[src/rtl/zstring_text_decoder_unit_macros.svh]
// Assertion macros shared by the text decoder RTL.
`ifndef ZSTRING_TEXT_DECODER_UNIT_MACROS_SVH
`define ZSTRING_TEXT_DECODER_UNIT_MACROS_SVH

// Same-cycle implication, checked outside reset.
`define ZSD_ASSERT_IMPL(label, clk, rst_n, ante, cons, msg) \
    label: assert property (@(posedge clk) disable iff (!rst_n) (ante) |-> (cons)) \
        else $error(msg);

// Next-cycle implication, checked outside reset.
`define ZSD_ASSERT_NEXT(label, clk, rst_n, ante, cons, msg) \
    label: assert property (@(posedge clk) disable iff (!rst_n) (ante) |=> (cons)) \
        else $error(msg);

`endif

[src/rtl/zsd_pkg.sv]
// Types and constants for the packed text decoder.
`timescale 1ns / 1ps
`default_nettype none

package zsd_pkg;

    typedef enum logic [2:0] {
        KIND_INDEX   = 3'd0,
        KIND_LITERAL = 3'd1,
        KIND_SPACE   = 3'd2,
        KIND_NEWLINE = 3'd3,
        KIND_ABBREV  = 3'd4
    } kind_t;

    localparam logic [1:0] ALPHA_A0 = 2'd0;
    localparam logic [1:0] ALPHA_A1 = 2'd1;
    localparam logic [1:0] ALPHA_A2 = 2'd2;

    localparam logic [1:0] ESC_IDLE = 2'd0;
    localparam logic [1:0] ESC_HIGH = 2'd1;
    localparam logic [1:0] ESC_LOW  = 2'd2;

    localparam logic [4:0] CODE_SPACE     = 5'd0;
    localparam logic [4:0] CODE_ABBREV_LO = 5'd1;
    localparam logic [4:0] CODE_ABBREV_HI = 5'd3;
    localparam logic [4:0] CODE_SHIFT_LO  = 5'd4;
    localparam logic [4:0] CODE_SHIFT_HI  = 5'd5;
    localparam logic [4:0] CODE_ESCAPE    = 5'd6;
    localparam logic [4:0] CODE_NEWLINE   = 5'd7;
    localparam logic [4:0] SHIFT_BIAS     = 5'd3;

    localparam int unsigned CODES_PER_WORD = 3;
    localparam int unsigned END_BIT        = 15;

    // Per-context shift and escape state
    typedef struct packed {
        logic [1:0] temp_alpha;
        logic [1:0] lock_alpha;
        logic [1:0] esc_phase;
        logic [4:0] esc_high;
    } ctx_t;

    // Full state seen by one code step
    typedef struct packed {
        ctx_t       ctx;
        logic       pend;
        logic [1:0] bank;
    } step_t;

    typedef struct packed {
        kind_t       kind;
        logic [15:0] value;
    } result_t;

endpackage

`default_nettype wire

[src/rtl/zsd_code_step.sv]
// Decode of one 5-bit text code against the current shift/escape state.
`timescale 1ns / 1ps
`default_nettype none

module zsd_code_step #(
    parameter int unsigned ALPHABET_SIZE = 26
) (
    input  var zsd_pkg::step_t   state_in,
    input  wire logic [4:0]      code,
    input  wire logic [15:0]     table_base,
    output zsd_pkg::step_t       state_out,
    output logic                 emit,
    output zsd_pkg::result_t     res
);

    logic [1:0]  t;
    logic [1:0]  want;
    logic [1:0]  nt;
    logic [15:0] idx;

    assign t    = state_in.ctx.temp_alpha;
    assign want = 2'(code - zsd_pkg::SHIFT_BIAS);
    assign nt   = (t != want) ? zsd_pkg::ALPHA_A0 : t;
    assign idx  = 16'(16'(t) * 16'(ALPHABET_SIZE)) + 16'(code) - 16'(zsd_pkg::CODE_ESCAPE);

    always_comb
    begin
        state_out = state_in;
        emit      = 1'b0;
        res.kind  = zsd_pkg::KIND_INDEX;
        res.value = 16'd0;
        if (state_in.pend)
        begin
            emit                 = 1'b1;
            res.kind             = zsd_pkg::KIND_ABBREV;
            res.value            = table_base + {8'd0, state_in.bank, 6'd0}
                                   + {10'd0, code, 1'b0};
            state_out.pend       = 1'b0;
            state_out.ctx.temp_alpha = state_in.ctx.lock_alpha;
        end
        else if (state_in.ctx.esc_phase != zsd_pkg::ESC_IDLE)
        begin
            if (state_in.ctx.esc_phase == zsd_pkg::ESC_HIGH)
            begin
                state_out.ctx.esc_high  = code;
                state_out.ctx.esc_phase = zsd_pkg::ESC_LOW;
            end
            else
            begin
                emit                     = 1'b1;
                res.kind                 = zsd_pkg::KIND_LITERAL;
                res.value                = {6'd0, state_in.ctx.esc_high, code};
                state_out.ctx.esc_phase  = zsd_pkg::ESC_IDLE;
                state_out.ctx.temp_alpha = state_in.ctx.lock_alpha;
            end
        end
        else if (code == zsd_pkg::CODE_SPACE)
        begin
            emit                     = 1'b1;
            res.kind                 = zsd_pkg::KIND_SPACE;
            state_out.ctx.temp_alpha = state_in.ctx.lock_alpha;
        end
        else if (code inside {[zsd_pkg::CODE_ABBREV_LO:zsd_pkg::CODE_ABBREV_HI]})
        begin
            state_out.bank = 2'(code - zsd_pkg::CODE_ABBREV_LO);
            state_out.pend = 1'b1;
        end
        else if (code inside {[zsd_pkg::CODE_SHIFT_LO:zsd_pkg::CODE_SHIFT_HI]})
        begin
            if (t == zsd_pkg::ALPHA_A1 || t == zsd_pkg::ALPHA_A2)
            begin
                // shift from a non-default alphabet locks (or unlocks back to A0)
                state_out.ctx.temp_alpha = nt;
                state_out.ctx.lock_alpha = nt;
            end
            else
            begin
                state_out.ctx.temp_alpha = want;
            end
        end
        else if (t == zsd_pkg::ALPHA_A2 && code == zsd_pkg::CODE_ESCAPE)
        begin
            state_out.ctx.esc_phase = zsd_pkg::ESC_HIGH;
        end
        else if (t == zsd_pkg::ALPHA_A2 && code == zsd_pkg::CODE_NEWLINE)
        begin
            emit                     = 1'b1;
            res.kind                 = zsd_pkg::KIND_NEWLINE;
            state_out.ctx.temp_alpha = state_in.ctx.lock_alpha;
        end
        else
        begin
            emit                     = 1'b1;
            res.kind                 = zsd_pkg::KIND_INDEX;
            res.value                = idx;
            state_out.ctx.temp_alpha = state_in.ctx.lock_alpha;
        end
    end

endmodule

`default_nettype wire

[src/rtl/zsd_result_buf.sv]
// Result buffer: packs up to three results of one word and drains them one per cycle while out_ready is high.
`timescale 1ns / 1ps
`default_nettype none
`include "zstring_text_decoder_unit_macros.svh"

module zsd_result_buf (
    input  wire logic              clk,
    input  wire logic              rst_n,
    input  wire logic              load,
    input  wire logic [2:0]        emit,
    input  var zsd_pkg::result_t   res [3],
    output logic                   can_load,
    output logic                   out_valid,
    input  wire logic              out_ready,
    output logic [2:0]             kind,
    output logic [15:0]            value,
    output logic                   last
);

    zsd_pkg::result_t ent_reg  [3];
    zsd_pkg::result_t ent_next [3];
    logic [1:0]       cnt_reg;
    logic [1:0]       cnt_next;
    zsd_pkg::result_t packed_res [3];
    logic [1:0]       n_emit;
    logic             fire;

    assign fire      = out_valid && out_ready;
    assign out_valid = (cnt_reg != 2'd0);
    assign can_load  = (cnt_reg == 2'd0) || (cnt_reg == 2'd1 && out_ready);
    assign kind      = 3'(ent_reg[0].kind);
    assign value     = ent_reg[0].value;
    assign last      = (cnt_reg == 2'd1);
    assign n_emit    = 2'(emit[0]) + 2'(emit[1]) + 2'(emit[2]);

    // squeeze out the codes that produced nothing, keeping order
    always_comb
    begin
        packed_res[2] = res[2];
        if (emit[0])
        begin
            packed_res[0] = res[0];
            packed_res[1] = emit[1] ? res[1] : res[2];
        end
        else
        begin
            packed_res[0] = emit[1] ? res[1] : res[2];
            packed_res[1] = res[2];
        end
    end

    always_comb
    begin
        ent_next = ent_reg;
        cnt_next = cnt_reg;
        if (load)
        begin
            ent_next = packed_res;
            cnt_next = n_emit;
        end
        else if (fire)
        begin
            ent_next[0] = ent_reg[1];
            ent_next[1] = ent_reg[2];
            cnt_next    = cnt_reg - 2'd1;
        end
    end

    always_ff @(posedge clk or negedge rst_n)
    begin
        if (!rst_n)
        begin
            cnt_reg <= 2'd0;
        end
        else
        begin
            cnt_reg <= cnt_next;
        end
    end

    always_ff @(posedge clk)
    begin
        ent_reg <= ent_next;
    end

    `ZSD_ASSERT_IMPL(a_load_when_free, clk, rst_n, load,
        (cnt_reg == 2'd0) || (cnt_reg == 2'd1 && out_ready), "result buffer overwritten")
    `ZSD_ASSERT_NEXT(a_drain_count, clk, rst_n, fire && !load,
        cnt_reg == $past(cnt_reg) - 2'd1, "result count not decremented on transaction")

endmodule

`default_nettype wire

[src/rtl/zstring_text_decoder_unit.sv]
// Top level of the packed text decoder: input register, code chain, state, result buffer.
`timescale 1ns / 1ps
`default_nettype none
`include "zstring_text_decoder_unit_macros.svh"

// Packed text decoder. Each input transaction is one 16-bit text word (three
// 5-bit codes, high first, bit 15 = end of string) plus a nested flag that picks
// the abbreviation-string shift context. The word waits in the input register
// until the result buffer can take its results, then all three codes are decoded
// in one pass and their 0 to 3 results move into the result buffer, which hands
// out one result per cycle while out_ready is high, with last set on the word's
// final result. The next word's results are loaded in the same cycle that the
// previous word's last result is taken, and the input register takes a new word
// in the cycle its held word moves on. Write abbrev table base only while idle.
module zstring_text_decoder_unit #(
    parameter int unsigned ALPHABET_SIZE = 26
) (
    input  wire logic        clk,
    input  wire logic        rst_n,
    input  wire logic        cfg_wr_en,
    input  wire logic [15:0] cfg_wr_data,
    input  wire logic        in_valid,
    output logic             in_ready,
    input  wire logic [15:0] text_word,
    input  wire logic        nested,
    output logic             out_valid,
    input  wire logic        out_ready,
    output logic [2:0]       kind,
    output logic [15:0]      value,
    output logic             last
);

    logic             in_valid_reg;
    logic             in_valid_next;
    logic [15:0]      word_reg;
    logic             nested_reg;
    logic [15:0]      base_reg;
    zsd_pkg::ctx_t    ctx_reg [2];
    logic             pend_reg;
    logic [1:0]       bank_reg;

    zsd_pkg::step_t   chain [zsd_pkg::CODES_PER_WORD + 1];
    zsd_pkg::result_t res [3];
    logic [2:0]       emit;
    zsd_pkg::ctx_t    ctx_next;
    logic             pend_next;
    logic             can_load;
    logic             commit;
    logic             in_fire;

    assign commit   = in_valid_reg && can_load;
    assign in_ready = !in_valid_reg || commit;
    assign in_fire  = in_valid && in_ready;

    assign in_valid_next = in_fire ? 1'b1 : (commit ? 1'b0 : in_valid_reg);

    assign chain[0].ctx  = ctx_reg[nested_reg];
    assign chain[0].pend = pend_reg;
    assign chain[0].bank = bank_reg;

    for (genvar i = 0; i < zsd_pkg::CODES_PER_WORD; i++)
    begin : g_code
        zsd_code_step #(
            .ALPHABET_SIZE(ALPHABET_SIZE)
        ) u_step (
            .state_in  (chain[i]),
            .code      (word_reg[10 - 5 * i +: 5]),
            .table_base(base_reg),
            .state_out (chain[i + 1]),
            .emit      (emit[i]),
            .res       (res[i])
        );
    end

    // end of string wipes this context and any pending abbreviation
    assign ctx_next  = word_reg[zsd_pkg::END_BIT] ? '0 : chain[zsd_pkg::CODES_PER_WORD].ctx;
    assign pend_next = word_reg[zsd_pkg::END_BIT] ? 1'b0 : chain[zsd_pkg::CODES_PER_WORD].pend;

    always_ff @(posedge clk or negedge rst_n)
    begin
        if (!rst_n)
        begin
            in_valid_reg <= 1'b0;
            base_reg     <= 16'd0;
            ctx_reg[0]   <= '0;
            ctx_reg[1]   <= '0;
            pend_reg     <= 1'b0;
            bank_reg     <= 2'd0;
        end
        else
        begin
            in_valid_reg <= in_valid_next;
            if (cfg_wr_en)
            begin
                base_reg <= cfg_wr_data;
            end
            if (commit)
            begin
                ctx_reg[nested_reg] <= ctx_next;
                pend_reg            <= pend_next;
                bank_reg            <= chain[zsd_pkg::CODES_PER_WORD].bank;
            end
        end
    end

    always_ff @(posedge clk)
    begin
        if (in_fire)
        begin
            word_reg   <= text_word;
            nested_reg <= nested;
        end
    end

    zsd_result_buf u_result_buf (
        .clk      (clk),
        .rst_n    (rst_n),
        .load     (commit),
        .emit     (emit),
        .res      (res),
        .can_load (can_load),
        .out_valid(out_valid),
        .out_ready(out_ready),
        .kind     (kind),
        .value    (value),
        .last     (last)
    );

    `ZSD_ASSERT_NEXT(a_in_captured, clk, rst_n, in_fire, in_valid_reg,
        "accepted word not held in input register")
    `ZSD_ASSERT_NEXT(a_end_clears_pend, clk, rst_n, commit && word_reg[zsd_pkg::END_BIT],
        !pend_reg, "abbreviation still pending after end of string")

endmodule

`default_nettype wire

[config.mk]
export PLATFORM = sky130hd
export DESIGN_NAME = zstring_text_decoder_unit
export DESIGN_NICKNAME = d
export VERILOG_FILES = /design/src/rtl/zsd_pkg.sv /design/src/rtl/zsd_code_step.sv /design/src/rtl/zsd_result_buf.sv /design/src/rtl/zstring_text_decoder_unit.sv
export VERILOG_INCLUDE_DIRS = /design/src /design/src/rtl
export SDC_FILE = /design/constraint.sdc
export NUM_CORES = 1
export LEC_CHECK = 0
export ABC_AREA = 0
export BUFFER_PORTS_ARGS = -buffer_cell sky130_fd_sc_hd__buf_4
export CAP_MARGIN = 20
export CORE_ASPECT_RATIO = 1.1
export CORE_MARGIN = 2
export CORE_UTILIZATION = 40
export CTS_CLUSTER_DIAMETER = 150
export DETAILED_ROUTE_END_ITERATION = 8
export PLACE_DENSITY = 0.66
export SKIP_LAST_GASP = 1
export SLEW_MARGIN = 20
export SYNTH_ARGS = -nofsm -noshare
export SYNTH_HDL_FRONTEND = slang
export SYNTH_HIERARCHICAL = 1
export SYNTH_SLANG_ARGS = --single-unit
[constraint.sdc]
create_clock -name clk -period 19.3 [get_ports clk]
set_input_delay 4.825 -clock clk [delete_from_list [all_inputs] [get_ports clk]]
set_output_delay 4.825 -clock clk [all_outputs]
set_load 0.01 [all_outputs]
==> qor.yml <==
status: "completed"
finalCritPeriodShare: 0.536
synth_area_sq_um: 10200
routed_wl_mm: 27.1
ys_async_sr_fraction: 0.373
cap_violations: 0
antenna_left: 0
p_sw_w: 0.000693
intPower_w: 0.000976
clockBufferDepth: 2
drive_above_1_share: 0.235
cts_hold_buf: 0
start_util: 0.404
ir_drop_uv: 64.8
worstMarginPinSlew_ns: 1.04
syn_nets: 1118
synth_cells: 1005
period_minus_slack_ns: 10.35
ys_seq_area_frac: 0.326
swShare: 0.415
antenna_found_initial: 1
cts_tree: "built"
cts_buffers: 17
end_kind: "output port"
relSlewSlack: 0.305
boundaryPins: 60
power.leakage_nw: 4.75
cts_max_level: 4
synth_edf_count: 74
required_ns: 14.48
startpoint_type: "primary input"
rsz0062_at_grt: "false"
comb_power_share: 0.522
critPathMaxFanout: 4
finClkSkew_ns: 0.00943
setup_violations: 0
whs_path_depth: 1
fmax_ghz: 0.0966
grt.overflow.total: 0
final_cell_mix: "edfxtp_1, ha_1, nor2_1, buf_4, mux2_2"
largest_reg_flops: 38
grt_first_pass_wirelength_mm: 41.8
dieArea_sq_um: 26700
r2r_cells: 26
fin_nets: 1125
clk_pin_slew_worst_paths_ns: 0.05
pwr-share-clk: 0.198
cts.sinks: 118
post_cts_buffers: 0
cellPowerDensity_nw_per_um2: 149
finalHoldViolations: 0
final_common_cell: "edfxtp_1"
synth_area_per_cell_sq_um: 10.1
drtIter0Drc: 553
ctsResizeCount: 0
root_buffer: "clkbuf_16"
drt-vias-per-instance: 5.94
core_region_area_sq_um: 25200
hold_path.class: "flop to flop"
syn2layout_area_growth_pct: 10.3
synth_ff_type: "edfxtp_1"
seq_power_share: 0.279
arrival_ns: 5.53
wl_per_cell_microns: 20.2
hp-start: "ctx_reg[15]$_DFFE_PN0P_"
die_h_microns: 171
vias: 7962
critPathKind: "primary input to output port"
rows: 61
r2r_slack_ns: 11.47
r2r-end: "u_result_buf/value[7]$_DFFE_PP_"
io_buffers: 59
final_core_util: 0.446
die_w_microns: 156
synth_seq_cells: 118
clk_latency_ns: 0.42
slew_violations: 0
grt_max_degree: 63
yosys_warnings: 6
tns_ns: 0
hold_end: "ctx_reg[15]$_DFFE_PN0P_"
ys_types: 80
r2r-start: "nested_reg$_DFFE_PP_"
place_hpwl_mm: 20.1
diodes: 0
drc: 0
fillCellCount: 2366
grt_pass1_vias: 7517
gp_congestion: 0.937
dr.pass1.iters: 5
grt_usage: 0.203
## layer usage
| layer | up-vias | GRT usage | share of wire |
|---|---|---|---|
| met5 | - | 0 | 0 |
| met4 | 0 | 0.0866 | 0.036 |
| met3 | 55 | 0.0307 | 0.052 |
| met2 | 261 | 0.325 | 0.47 |
| met1 | 3906 | 0.275 | 0.44 |
| li1 | 3740 | - | - |
## synth_stat cells, drive strengths merged, types with 3 or more instances
cell	count	area, sq um
fa	10	200
nand3	39	195
a22oi	4	30.0
mux2	89	1040
ha	65	813
inv	62	233
nand3b	5	37.5
o21a	5	37.5
a21boi	3	22.5
a21bo	19	190
nor4b	5	56.3
nor3	11	66.3
buf	50	350
or2	5	31.3
nand4	11	98.8
xor2	35	307
a31oi	23	144
nor2b	30	188
o211ai	15	133
nor3b	3	33.8
o311ai	5	96.4
edfxtp	74	2220
o21bai	4	30.0
a21oi	38	190
nand2b	5	31.3
a22o	3	26.3
a221o	26	263
or3	16	110
nand2	38	148
dfrtp	44	1100
o31a	4	35.0
and2	11	68.8
xnor2	13	114
a221oi	11	134
and4	4	35.0
mux2i	8	80.1
nor2	63	236
a21o	19	151
o21ai	50	295
a211oi	10	85.1
o2111ai	6	52.6
and3	10	62.6
and2b	8	60.1
clkbuf	25	93.8
## power groups by stage
stage | logic (W) | clock network, W | registers [W]
after floorplan | 0.000690 | 0 | 0.000440
after global placement | 0.000843 | 0 | 0.000470
after detailed placement | 0.000859 | 0 | 0.000470
after CTS | 0.000865 | 0.000335 | 0.000466
after global routing | 0.000960 | 0.000345 | 0.000475
final | 0.000872 | 0.000331 | 0.000467
## kinds of logic (layout without fill, tap and decap cells)
group / count (synthesis) / in the layout / synth area share
muxes: 97 / 97 / 0.110
adders and majority gates: 75 / 75 / 0.0996
AOI/OAI and AO/OA: 259 / 259 / 0.204
DFF: 118 / 118 / 0.326
xor gates and xnor gates: 48 / 48 / 0.0413
buffers and inverters: 137 / 157 / 0.0665
and+or+nand+nor: 271 / 271 / 0.152
## through the flow
stage          std cells  setup slack, ns  cell area (sq um)  hold slack, ns  power [W]
2_1_floorplan       1005             9.34              10200           0.475    0.00113
3_3_place_gp        1308             8.96              10600           0.485    0.00131
3_5_place_dp        1308             8.95              10600           0.492    0.00133
4_1_cts             1340             8.95              11200           0.507    0.00167
5_1_grt             1340             8.89              11200           0.523    0.00178
6_report            1340             8.95              11200           0.504    0.00167
## worst max path at each step
stage | from | slack, ns | cells after the start | end
finish | out_ready | 8.95 | 5 | in_ready
global route | out_ready | 8.89 | 5 | in_ready
CTS | out_ready | 8.95 | 5 | in_ready
detailed placement | out_ready | 8.95 | 5 | in_ready
global placement | out_ready | 8.96 | 5 | in_ready
floorplan | out_ready | 9.34 | 3 | in_ready
## worst max-delay path, stage by stage
cell and delay [ns]:
buf_4 0.12, nand2_1 0.06, nand2_1 0.15, nand2b_1 0.22
buf_4 0.16
## final cells by class
cell class	count	area, sq um	area share
Clock buffer	18	429	0.0382
Clock inverter	14	175	0.0156
Inverter	62	233	0.0207
Multi-Input combinational cell	750	6200	0.552
Sequential cell	118	3320	0.296
Tap cell	315	394	0.0351
Timing Repair Buffer	63	473	0.0421
Power figures use the tool's default switching activity.
